===== src/rtl/dbs_pkg.sv =====
// dbs_pkg: shared types and constants for the depth bucket sorter
// used by every module of the block, depends on nothing
`timescale 1ns / 1ps
package dbs_pkg;
  localparam int unsigned DEPTH_W = 12;
  localparam int unsigned KEY_W   = 14;
  localparam int unsigned SLOT_W  = 8;
  localparam int unsigned IN_W    = 40;
  localparam int unsigned OUT_W   = 16;

  localparam logic OP_ADD  = 1'b0;
  localparam logic OP_TAKE = 1'b1;

  typedef struct packed {
    logic               op;
    logic [KEY_W-1:0]   key;
  } cmd_t;

  typedef struct packed {
    logic              accepted;
    logic              valid_res;
    logic [SLOT_W-1:0] slot;
    logic              final_item;
  } res_t;
endpackage


===== src/rtl/dbs_front.sv =====
// dbs_front: accepts input requests, forms the key and queues commands
// depends on dbs_pkg
`timescale 1ns / 1ps
module dbs_front (
  input  logic                     clk,
  input  logic                     rst_n,
  input  logic                     in_valid,
  output logic                     in_ready,
  input  logic                     op,
  input  logic [dbs_pkg::DEPTH_W-1:0] da,
  input  logic [dbs_pkg::DEPTH_W-1:0] db,
  input  logic [dbs_pkg::DEPTH_W-1:0] dc,
  output logic                     cmd_valid,
  input  logic                     cmd_ready,
  output dbs_pkg::cmd_t            cmd
);
  dbs_pkg::cmd_t q_r [2];
  logic          wp_r, rp_r;
  logic [1:0]    cnt_r;
  dbs_pkg::cmd_t c_in;
  logic          push, pop;

  assign c_in.op  = op;
  assign c_in.key = dbs_pkg::KEY_W'({2'b0, da}) + dbs_pkg::KEY_W'({2'b0, db})
                  + dbs_pkg::KEY_W'({2'b0, dc});
  assign in_ready  = (cnt_r != 2'd2);
  assign cmd_valid = (cnt_r != 2'd0);
  assign cmd       = q_r[rp_r];
  assign push      = in_valid && in_ready;
  assign pop       = cmd_valid && cmd_ready;

  always_ff @(posedge clk) begin
    if (push) q_r[wp_r] <= c_in;
    if (!rst_n) begin
      wp_r <= 1'b0; rp_r <= 1'b0; cnt_r <= 2'd0;
    end else begin
      if (push) wp_r <= ~wp_r;
      if (pop) rp_r <= ~rp_r;
      cnt_r <= cnt_r + {1'b0, push} - {1'b0, pop};
    end
  end
endmodule


===== config.mk =====
export PLATFORM = sky130hd
export DESIGN_NAME = dbs_front
export DESIGN_NICKNAME = d
export VERILOG_FILES = /design/src/rtl/dbs_pkg.sv /design/src/rtl/dbs_front.sv
export SDC_FILE = /design/constraint.sdc
export NUM_CORES = 1
export LEC_CHECK = 0
export ABC_CLOCK_PERIOD_IN_PS = 4600
export BUFFER_PORTS_ARGS = -buffer_cell sky130_fd_sc_hd__buf_4
export CAP_MARGIN = 10
export CORE_MARGIN = 4
export CORE_UTILIZATION = 30
export CTS_CLUSTER_SIZE = 10
export DETAILED_ROUTE_END_ITERATION = 12
export PLACE_DENSITY = 0.54
export SLEW_MARGIN = 20
export SYNTH_ARGS = -nofsm -noshare
export SYNTH_HDL_FRONTEND = slang
export SYNTH_SLANG_ARGS = --single-unit

===== constraint.sdc =====
create_clock -name clk -period 4.6 [get_ports clk]
set_input_delay 0.69 -clock clk [delete_from_list [all_inputs] [get_ports clk]]
set_output_delay 0.69 -clock clk [all_outputs]
set_load 0.02 [all_outputs]

==> impl_metrics.env, run 1 <==
export IMPL_status="finished clean"
export IMPL_dp_hpwl_um=3120
export IMPL_rsz0062_at_grt="false"
export IMPL_fin_ws_ps=1540
export IMPL_rrSetupSlack_ps=2780
export IMPL_clock_skew_ps=4.11
export IMPL_power_mw=1.23
export IMPL_die_y_um=91.5
export IMPL_wl_per_cell_um=12.1
export IMPL_layout_commonest_cell="buf_4"
export IMPL_post_route_min_period_ps=3060
export IMPL_synth_cells=161
export IMPL_most_common_layout_cells="58 x buf_4, 30 x edfxtp_1, 15 x inv_1, 15 x mux2_2"
export IMPL_drc_errors=0
export IMPL_irDropWorstVdd_uv=114
export IMPL_pre_cts_slack_ps=1220
export IMPL_drive_above_1_share=0.369
export IMPL_slowest_stage="fa_1"
export IMPL_synthXorXnorAreaFrac=0.0460
export IMPL_synth_top_family_by_area="adder cells"
export IMPL_relSlewSlack=0.513
export IMPL_period_share=0.664
export IMPL_crit_required_ps=4620
export IMPL_path_cells="buf_4 -> fa_1 -> ha_1 -> fa_1 -> a21oi_1 -> o211ai_1 -> a221oi_1 -> a22oi_1 -> xor2_1"
export IMPL_cts_buffer_depth=2
export IMPL_grt_overflow_total=0
export IMPL_core_area_um2=6790
export IMPL_ys_types=34
export IMPL_cp_end_kind="register"
export IMPL_viasPerCell=4.38
export IMPL_power_density_nw_per_um2=452
export IMPL_dp_cells=313
export IMPL_grt_antenna_before_repair=0
export IMPL_synth_fa_ha_area_frac=0.202
export IMPL_grt_pass1_vias=1412
export IMPL_area_growth_syn_to_layout_pct=30.1
export IMPL_r2r_end="cnt_r[1]$_SDFF_PN0_"
export IMPL_cts_tree="yes"
export IMPL_worst_pin_slew_ps=730
export IMPL_synth_simple_area_share=0.0897
export IMPL_maxSlewViolCount=0
export IMPL_power_leakage_nw=1.12
export IMPL_final_nets=291
export IMPL_start_util=0.308
export IMPL_path_class="in -> reg"
export IMPL_vias=1407
export IMPL_grt_pass1_wl_um=6320
export IMPL_numCtsBuffers=5
export IMPL_ctsRootBufferMaster="clkbuf_8"
export IMPL_clk_latency_ps=280
export IMPL_grt_total_usage=0.0957
export IMPL_ios=58
export IMPL_cts_sinks=35
export IMPL_antenna_left=0
export IMPL_dieArea_um2=8380
export IMPL_cts_reportedPaths_clkPinSlew_ps=70
export IMPL_min_path_cells=2
export IMPL_cts_hold_fix_buffers=0
export IMPL_setup_tns_ps=0
export IMPL_avgSynthCellArea_um2=13.0
export IMPL_worst_endpoint_arrival_ps=3080
export IMPL_placementRows=30
export IMPL_utilization=0.401
export IMPL_crit_family="adder cells"
export IMPL_ctsResizeCount=0
export IMPL_ys_seq_elements=35
export IMPL_path_buf_inv=1
export IMPL_syn_area_um2=2090
export IMPL_num_antenna_cells=0
export IMPL_drv_cap=0
export IMPL_setup_viol=0
export IMPL_die_w_um=91.5
export IMPL_synthMuxAreaShare=0.0807
export IMPL_reg2regPathDepth=8
export IMPL_totalWireLength_um=3880
export IMPL_syn_nets=228
export IMPL_cts_max_level=2
export IMPL_critPathMostFrequentCell="fa_1"
export IMPL_fmax_ghz=0.327
export IMPL_crit_path_max_incr_delay_ps=470
export IMPL_startpoint_type="primary input"
export IMPL_postCtsSetupRepairBufs=0
export IMPL_rr_startpoint="cnt_r[1]$_SDFF_PN0_"
export IMPL_gp_congestion=0.772
export IMPL_crit_fanout=3
export IMPL_finalHoldViolCount=0
export IMPL_yosysSeqAreaShare=0.478
export IMPL_dr_pass1_iters=4
export IMPL_drt_iter0_drc=26
export IMPL_fin_cells=321
export IMPL_grt_max_degree=16
export IMPL_yosysWarningCount=0
export IMPL_hp_class="reg -> reg"
export IMPL_synth_compound_area_frac=0.0729
export IMPL_io_buffers=57
export IMPL_min_from="rp_r$_SDFFE_PN0P_"
sequential cells by signal (all words and copies together) (netlist names), named ones only:
| name | count |
|---|---|
| rp_r | 1 |
| wp_r | 1 |
| q_r | 30 |
| cnt_r | 2 |
report_power, final:
part | internal, mW | total, mW | switching [mW] | leakage (nW)
registers | 0.444 | 0.478 | 0.0340 | 0.322
clock network | 0.106 | 0.206 | 0.100 | 0.0422
logic | 0.264 | 0.546 | 0.282 | 0.759
total | 0.814 | 1.23 | 0.416 | 1.12
how the worst max path moves through the flow:
stage	end	from	cells after the start	slack, ps
after detailed placement	q_r[0][11]$_DFFE_PP_	da[1]	9	1220
final	q_r[0][11]$_DFFE_PP_	da[1]	9	1540
after global placement	q_r[0][11]$_DFFE_PP_	da[1]	9	1240
after floorplan	q_r[0][11]$_DFFE_PP_	da[1]	8	1550
after CTS	q_r[0][11]$_DFFE_PP_	da[1]	9	1520
after global routing	q_r[0][11]$_DFFE_PP_	da[1]	9	1330
area by class of cell:
cell class | instances | area [µm²]
clock buffers | 7 | 76.3
inverters | 15 | 56.3
well taps | 96 | 120
multi-input cells | 109 | 1030
repair buffers | 58 | 435
flip-flops and latches | 35 | 1000
clock inverters | 1 | 5.00
fillers | 673 | 4070
per-stage QoR:
stage | area, µm² | hold WS [ps]
2_1_floorplan | 2090 | 504
3_3_place_gp | 2640 | 519
3_5_place_dp | 2640 | 536
4_1_cts | 2720 | 554
5_1_grt | 2720 | 585
6_report | 2720 | 543
worst register-to-register path: cells and delay by family, from the launching register on:
kind          cells  cell delay (ps)
fa+ha+maj         2              450
flops             1              330
xor+xnor          2              250
simple gates      3              650
buf+inv           1               40
logic make-up after synthesis:
logic type,count (synthesis)
xor gates and xnor gates,11
and+or+nand+nor,34
DFF,35
AOI/OAI and AO/OA,23
muxes,15
adders and majority gates,26
buffers and inverters,17
routing by layer:
metal  track usage  routed length, µm  vias up
li1              -                  -      693
met4        0.0490                 68        0
met2         0.161               1950       41
met3        0.0207                203        5
met1         0.114               1660      668
met5             0                  0        -
synth_stat cells (all sizes together):
library cell / n / share of area
nor3: 1 / 0.0024
or3b: 1 / 0.0042
edfxtp: 30 / 0.43
mux2: 15 / 0.081
a211oi: 1 / 0.0036
nand3b: 1 / 0.0036
nor4: 1 / 0.0030
a221oi: 2 / 0.0084
xnor2: 9 / 0.038
nor2: 5 / 0.0090
a21oi: 7 / 0.017
inv: 15 / 0.027
and3: 1 / 0.0030
and2: 6 / 0.019
dfxtp: 5 / 0.048
xor2: 2 / 0.0084
ha: 13 / 0.078
a22oi: 1 / 0.0036
nand2b: 2 / 0.0060
fa: 13 / 0.12
o21ai: 6 / 0.014
o21a: 1 / 0.0036
o211ai: 1 / 0.0036
nor2b: 5 / 0.015
a31oi: 1 / 0.0030
clkbuf: 2 / 0.0036
o311ai: 1 / 0.0078
nand2: 6 / 0.012
o211a: 1 / 0.0048
a21boi: 1 / 0.0036
or2: 1 / 0.0030
nand3: 4 / 0.0096
No activity file was read; power rests on OpenSTA's default activity.
==> run 2, diff against run 1 <==
Settings changed: ABC_CLOCK_PERIOD_IN_PS 4600 to 2500, PLACE_DENSITY 0.54 to 0.56.
Clock period 4.6 ns to 2.5 ns, I/O delays scaled along.
==> run 2 against run 1 <==
Net effect: cell area rose by 5.2%; hold slack got worse by 260 ps; clock skew is 2.2 ps lower; sequential share of layout area shrank 1.8 points; combinational power grew 98%; sequential power rose by 84%; clock power increased by 110%; routed wire length rose by 1.3%.
==> impl_metrics.env, run 2 (same netlist as run 1, synthesis figures left out) <==
export IMPL_rsz0062_at_grt="true"
export IMPL_crit_required_ps=2520
export IMPL_drc_errors=0
export IMPL_ctsRootBufferMaster="clkbuf_8"
export IMPL_wl_per_cell_um=11.8
export IMPL_grt_total_usage=0.100
export IMPL_totalWireLength_um=3940
export IMPL_layout_commonest_cell="buf_4"
export IMPL_die_w_um=91.5
export IMPL_placementRows=30
export IMPL_start_util=0.308
export IMPL_dp_hpwl_um=3180
export IMPL_worst_pin_slew_ps=719
export IMPL_crit_fanout=3
export IMPL_vias=1409
export IMPL_drive_above_1_share=0.435
export IMPL_path_cells="buf_6 -> fa_1 -> ha_2 -> fa_2 -> a21oi_2 -> o211ai_1 -> a221oi_2 -> a22oi_1 -> xor2_1"
export IMPL_grt_pass1_vias=1521
export IMPL_cts_hold_fix_buffers=0
export IMPL_cts_buffer_depth=2
export IMPL_numCtsBuffers=5
export IMPL_io_buffers=57
export IMPL_most_common_layout_cells="68 x buf_4, 30 x edfxtp_1, 15 x inv_1, 15 x mux2_2"
export IMPL_multi_input_area_um2=1050
export IMPL_regArea_um2=1000
export IMPL_grt_max_degree=16
export IMPL_fin_ws_ps=55.5
export IMPL_viasPerCell=4.23
export IMPL_timing_hold_ws_ps=283
export IMPL_regMostFlops="q_r"
export IMPL_ios=58
export IMPL_fill_cells=673
export IMPL_drv_cap=0
export IMPL_pre_cts_slack_ps=-282
export IMPL_cts_reportedPaths_clkPinSlew_ps=60
export IMPL_worst_endpoint_arrival_ps=2470
export IMPL_startpoint_type="primary input"
export IMPL_path_class="in -> reg"
export IMPL_cp_end_kind="register"
export IMPL_area_growth_syn_to_layout_pct=36.9
export IMPL_finalHoldViolCount=0
export IMPL_dieArea_um2=8380
export IMPL_status="finished clean"
export IMPL_dr_pass1_iters=4
export IMPL_hp_class="in -> reg"
export IMPL_final_nets=303
export IMPL_antenna_left=0
export IMPL_cts_sinks=35
export IMPL_grt_pass1_wl_um=6760
export IMPL_clk_latency_ps=280
export IMPL_crit_path_max_incr_delay_ps=470
export IMPL_grt_overflow_total=0
export IMPL_grt_antenna_before_repair=0
export IMPL_largest_reg_flops=30
export IMPL_setup_viol=0
export IMPL_period_share=0.978
export IMPL_cts_tree="yes"
export IMPL_clock_skew_ps=1.90
export IMPL_drt_iter0_drc=36
export IMPL_gp_congestion=0.786
export IMPL_power_leakage_nw=1.19
export IMPL_power_density_nw_per_um2=835
export IMPL_num_antenna_cells=0
export IMPL_die_y_um=91.5
export IMPL_core_area_um2=6790
export IMPL_top_regs="q_r (30), cnt_r (2)"
export IMPL_cts_max_level=2
export IMPL_maxSlewViolCount=0
export IMPL_post_route_min_period_ps=2440
export IMPL_slowest_stage="fa_1"
export IMPL_fmax_ghz=0.409
export IMPL_relSlewSlack=0.521
export IMPL_irDropWorstVdd_uv=219
-- run 2: changes by cell type in the layout (fill, tap and decap cells not counted), moves of 2 or more --
| cell | change |
|---|---|
| buf_4 | +10 |
| a21oi_1 | -2 |
| a21oi_2 | +2 |
| buf_6 | +2 |
| clkbuf_8 | +2 |
-- run 2: worst max-delay path: cells and delay by family --
kind                       cells  cell delay (ps)
AOI/OAI and AO/OA              4              790
adders and majority gates      3             1040
xor gates and xnor gates       1              170
buffers and inverters          1               90
-- run 2: final timing paths --
| check | startpoint | to | slack, ps | depth (start not counted) |
|---|---|---|---|---|
| worst max register to register | cnt_r[1]$_SDFF_PN0_ | cnt_r[1]$_SDFF_PN0_ | 690 | 8 |
| worst min-delay path | op | q_r[1][14]$_DFFE_PP_ | 280 | 1 |
| worst max-delay path | da[1] | q_r[0][11]$_DFFE_PP_ | 60 | 9 |
| worst min register to register | rp_r$_SDFFE_PN0P_ | register | 550 | 2 |
-- run 2: per-stage QoR --
| step | util | cell area, µm² | instances | total power [mW] | setup TNS, ps |
|---|---|---|---|---|---|
| 3_5_place_dp | 0.402 | 2730 | 323 | 1.98 | -2630 |
| 2_1_floorplan | - | 2110 | 161 | 1.56 | 0 |
| 6_report | 0.422 | 2870 | 333 | 2.39 | 0 |
| 4_1_cts | 0.417 | 2830 | 331 | 2.42 | 0 |
| 5_1_grt | 0.422 | 2870 | 333 | 2.56 | -121 |
| 3_3_place_gp | 0.402 | 2730 | 323 | 1.96 | -2050 |
-- run 2: timing repair --
item | in CTS | in global routing
setup buffers | 0 | 2
resized for setup | 0 | 5
setup endpoints to repair | 0 | 9
-- run 2: cell type report --
class | instances | area share
well taps | 96 | 0.0419
flip-flops and latches | 35 | 0.349
repair buffers | 70 | 0.186
inverters | 15 | 0.0197
clock buffers | 8 | 0.0349
multi-input cells | 109 | 0.368
-- run 2: routing by layer --
layer  wire (µm)  global-route usage
met1        1660               0.124
met2        2010               0.170
met3         191              0.0199
met4          78              0.0415
met5           0                   0
-- run 2: power breakdown --
group,internal (mW),switching (mW),leakage (nW)
registers,0.817,0.0616,0.322
clock network,0.251,0.180,0.0515
logic,0.541,0.541,0.821
total,1.61,0.782,1.19
==> run 3, diff against run 2 <==
Settings changed: ABC_AREA set to 1, CELL_PAD_IN_SITES_DETAIL_PLACEMENT set to 1, CELL_PAD_IN_SITES_GLOBAL_PLACEMENT set to 1, PLACE_DENSITY 0.56 to 0.68.
==> run 3 against run 2 <==
Net effect: clock power fell by 15%; flip-flop and latch count is the same; utilization fell by 2.3 points; sequential power is 2% higher; critical endpoint is now q_r[1][13]$_DFFE_PP_; highest routed layer unchanged.
==> impl_metrics.env, run 3 <==
export IMPL_ys_async_sr_fraction=0
export IMPL_synth_most_common_cell="nand2_1"
export IMPL_relSlewSlack=0.550
export IMPL_cts_buffer_depth=2
export IMPL_crit_required_ps=2520
export IMPL_drv_cap=0
export IMPL_numCtsBuffers=5
export IMPL_dr_pass1_iters=4
export IMPL_vias=1682
export IMPL_whs_endpoint="q_r[0][14]$_DFFE_PP_"
export IMPL_synth_area_leaders="edfxtp_1 41%, fa_1 12%, nand2_1 9.3%, mux2_2 7.6%, ha_1 7.3%"
export IMPL_drc_errors=0
export IMPL_cts_max_level=2
export IMPL_setup_viol=0
export IMPL_grt_max_degree=16
export IMPL_r2r_end="cnt_r[1]$_SDFF_PN0_"
export IMPL_antenna_left=0
export IMPL_grt_pass1_vias=1897
export IMPL_ctsRootBufferMaster="clkbuf_8"
export IMPL_final_nets=351
export IMPL_gp_congestion=0.723
export IMPL_rr_startpoint="cnt_r[1]$_SDFF_PN0_"
export IMPL_rsz0062_at_grt="false"
export IMPL_num_antenna_cells=0
export IMPL_largest_reg_flops=30
export IMPL_crit_family="adder cells"
export IMPL_finalHoldViolCount=0
export IMPL_grt_pass1_wl_um=8470
export IMPL_clk_latency_ps=280
export IMPL_wl_per_cell_um=12.5
export IMPL_timing_hold_ws_ps=289
export IMPL_ys_seq_elements=35
export IMPL_synthDominantCellAreaShare=0.407
export IMPL_cts_reportedPaths_clkPinSlew_ps=60
export IMPL_start_util=0.307
export IMPL_hp_class="in -> reg"
export IMPL_clock_skew_ps=6.53
export IMPL_synth_common_cells="55 x nand2_1, 36 x inv_1, 30 x edfxtp_1"
export IMPL_cts_tree="yes"
export IMPL_regMostFlops="q_r"
export IMPL_most_common_layout_cells="63 x buf_4, 55 x nand2_1, 36 x inv_1"
export IMPL_crit_path_max_incr_delay_ps=470
export IMPL_worst_pin_slew_ps=675
export IMPL_slowest_stage="fa_1"
export IMPL_cts_hold_fix_buffers=0
export IMPL_die_y_um=93.9
export IMPL_cp_end_kind="register"
export IMPL_dp_hpwl_um=4210
export IMPL_dieArea_um2=8830
export IMPL_avgSynthCellArea_um2=10.3
export IMPL_fmax_ghz=0.474
export IMPL_grt_antenna_before_repair=0
export IMPL_status="finished clean"
export IMPL_synth_ff_type="edfxtp_1"
export IMPL_core_area_um2=7210
export IMPL_syn_nets=283
export IMPL_reg2regPathDepth=10
export IMPL_ctsResizeCount=0
export IMPL_min_from="op"
export IMPL_synth_top_cell_by_area="edfxtp_1"
export IMPL_path_cells="buf_4 -> fa_1 -> ha_1 -> fa_1 -> nand3_1 -> nand3_2 -> nand4_1 -> nand2_1 -> nand2_1 -> nand2_1"
export IMPL_layout_commonest_cell="buf_4"
export IMPL_synth_cells=216
export IMPL_postCtsSetupRepairBufs=0
export IMPL_ios=58
export IMPL_rrSetupSlack_ps=960
export IMPL_grt_total_usage=0.122
export IMPL_ys_types=19
export IMPL_totalWireLength_um=4780
export IMPL_drive_above_1_share=0.302
export IMPL_synth_edf_count=30
export IMPL_post_route_min_period_ps=2110
export IMPL_path_buf_inv=1
export IMPL_area_growth_syn_to_layout_pct=29.8
export IMPL_power_density_nw_per_um2=812
export IMPL_startpoint_type="primary input"
export IMPL_die_w_um=93.9
export IMPL_setup_tns_ps=0
export IMPL_top_regs="q_r (30), cnt_r (2)"
export IMPL_grt_overflow_total=0
export IMPL_path_depth=10
export IMPL_period_share=0.845
export IMPL_io_buffers=57
export IMPL_worst_endpoint_arrival_ps=2130
export IMPL_syn_area_um2=2220
export IMPL_viasPerCell=4.38
export IMPL_irDropWorstVdd_uv=210
export IMPL_power_leakage_nw=1.36
export IMPL_drt_iter0_drc=58
export IMPL_yosysWarningCount=0
export IMPL_path_class="in -> reg"
export IMPL_min_path_cells=1
export IMPL_critPathMostFrequentCell="nand2_1"
export IMPL_cts_sinks=35
export IMPL_placementRows=31
export IMPL_power_mw=2.34
export IMPL_crit_fanout=3
export IMPL_yosysSeqAreaShare=0.452
export IMPL_maxSlewViolCount=0
-- run 3: changes by cell type after synthesis, moves of 5 or more --
| cell | delta |
|---|---|
| nand2_1 | +50 |
| inv_1 | +21 |
| nor2b_1 | -5 |
| nor2_1 | +5 |
| nand3_1 | +5 |
| and2_1 | -5 |
| xnor2_1 | -8 |
-- run 3: kinds of logic (layout without fill, tap and decap cells) --
| family | Yosys count | after routing | share of synthesized area |
|---|---|---|---|
| buffers and inverters | 38 | 107 | 0.0683 |
| XOR/XNOR | 7 | 7 | 0.0277 |
| flip-flops | 35 | 35 | 0.452 |
| AO/OA/AOI/OAI | 13 | 13 | 0.0294 |
| multiplexers | 15 | 15 | 0.0762 |
| adder cells (fa/ha/maj) | 26 | 26 | 0.191 |
| AND/OR/NAND/NOR | 82 | 82 | 0.156 |
-- run 3: cell type report --
cell class / instances / area, µm²
flip-flops and latches: 35 / 1000
well taps: 99 / 124
fillers: 894 / 4340
clock buffers: 6 / 72.6
repair buffers: 63 / 473
inverters: 36 / 135
clock inverters: 2 / 7.51
multi-input cells: 143 / 1060
-- run 3: worst max path at each step --
stage,from,to,slack (ps)
floorplan,da[1],q_r[0][7]$_DFFE_PP_,300
global placement,da[1],q_r[0][13]$_DFFE_PP_,130
detailed placement,da[1],q_r[0][9]$_DFFE_PP_,80
CTS,da[1],q_r[1][9]$_DFFE_PP_,380
global route,da[6],q_r[0][9]$_DFFE_PP_,250
finish,da[1],q_r[1][13]$_DFFE_PP_,390
-- run 3: per-stage QoR --
step,util,instance area (µm²),setup WS (ps),std cells
5_1_grt,0.399,2880,252,384
3_3_place_gp,0.388,2800,128,376
4_1_cts,0.399,2880,375,384
6_report,0.399,2880,388,384
2_1_floorplan,-,2220,305,216
3_5_place_dp,0.388,2800,82.1,376
-- run 3: power breakdown --
group / switching [mW] / internal (mW)
Combinational: 0.605 / 0.470
Sequential: 0.0633 / 0.829
Clock: 0.179 / 0.190
Total: 0.847 / 1.49
-- run 3: worst reg2reg max path, cell delays in order (launching register included) --
cell and delay (ps):
dfxtp_1 310, inv_1 80, nand2_1 70, nand2_1 60
inv_1 70, ha_1 270, inv_1 40, ha_1 180
xnor2_1 140, o21ai_0 160, a21oi_1 50
-- run 3: per-layer routing --
metal	GRT usage	routed length (µm)	up-vias
li1	-	-	838
met3	0.0176	212	4
met2	0.221	2610	37
met4	0.0409	50	0
met1	0.146	1910	803
met5	0	0	-
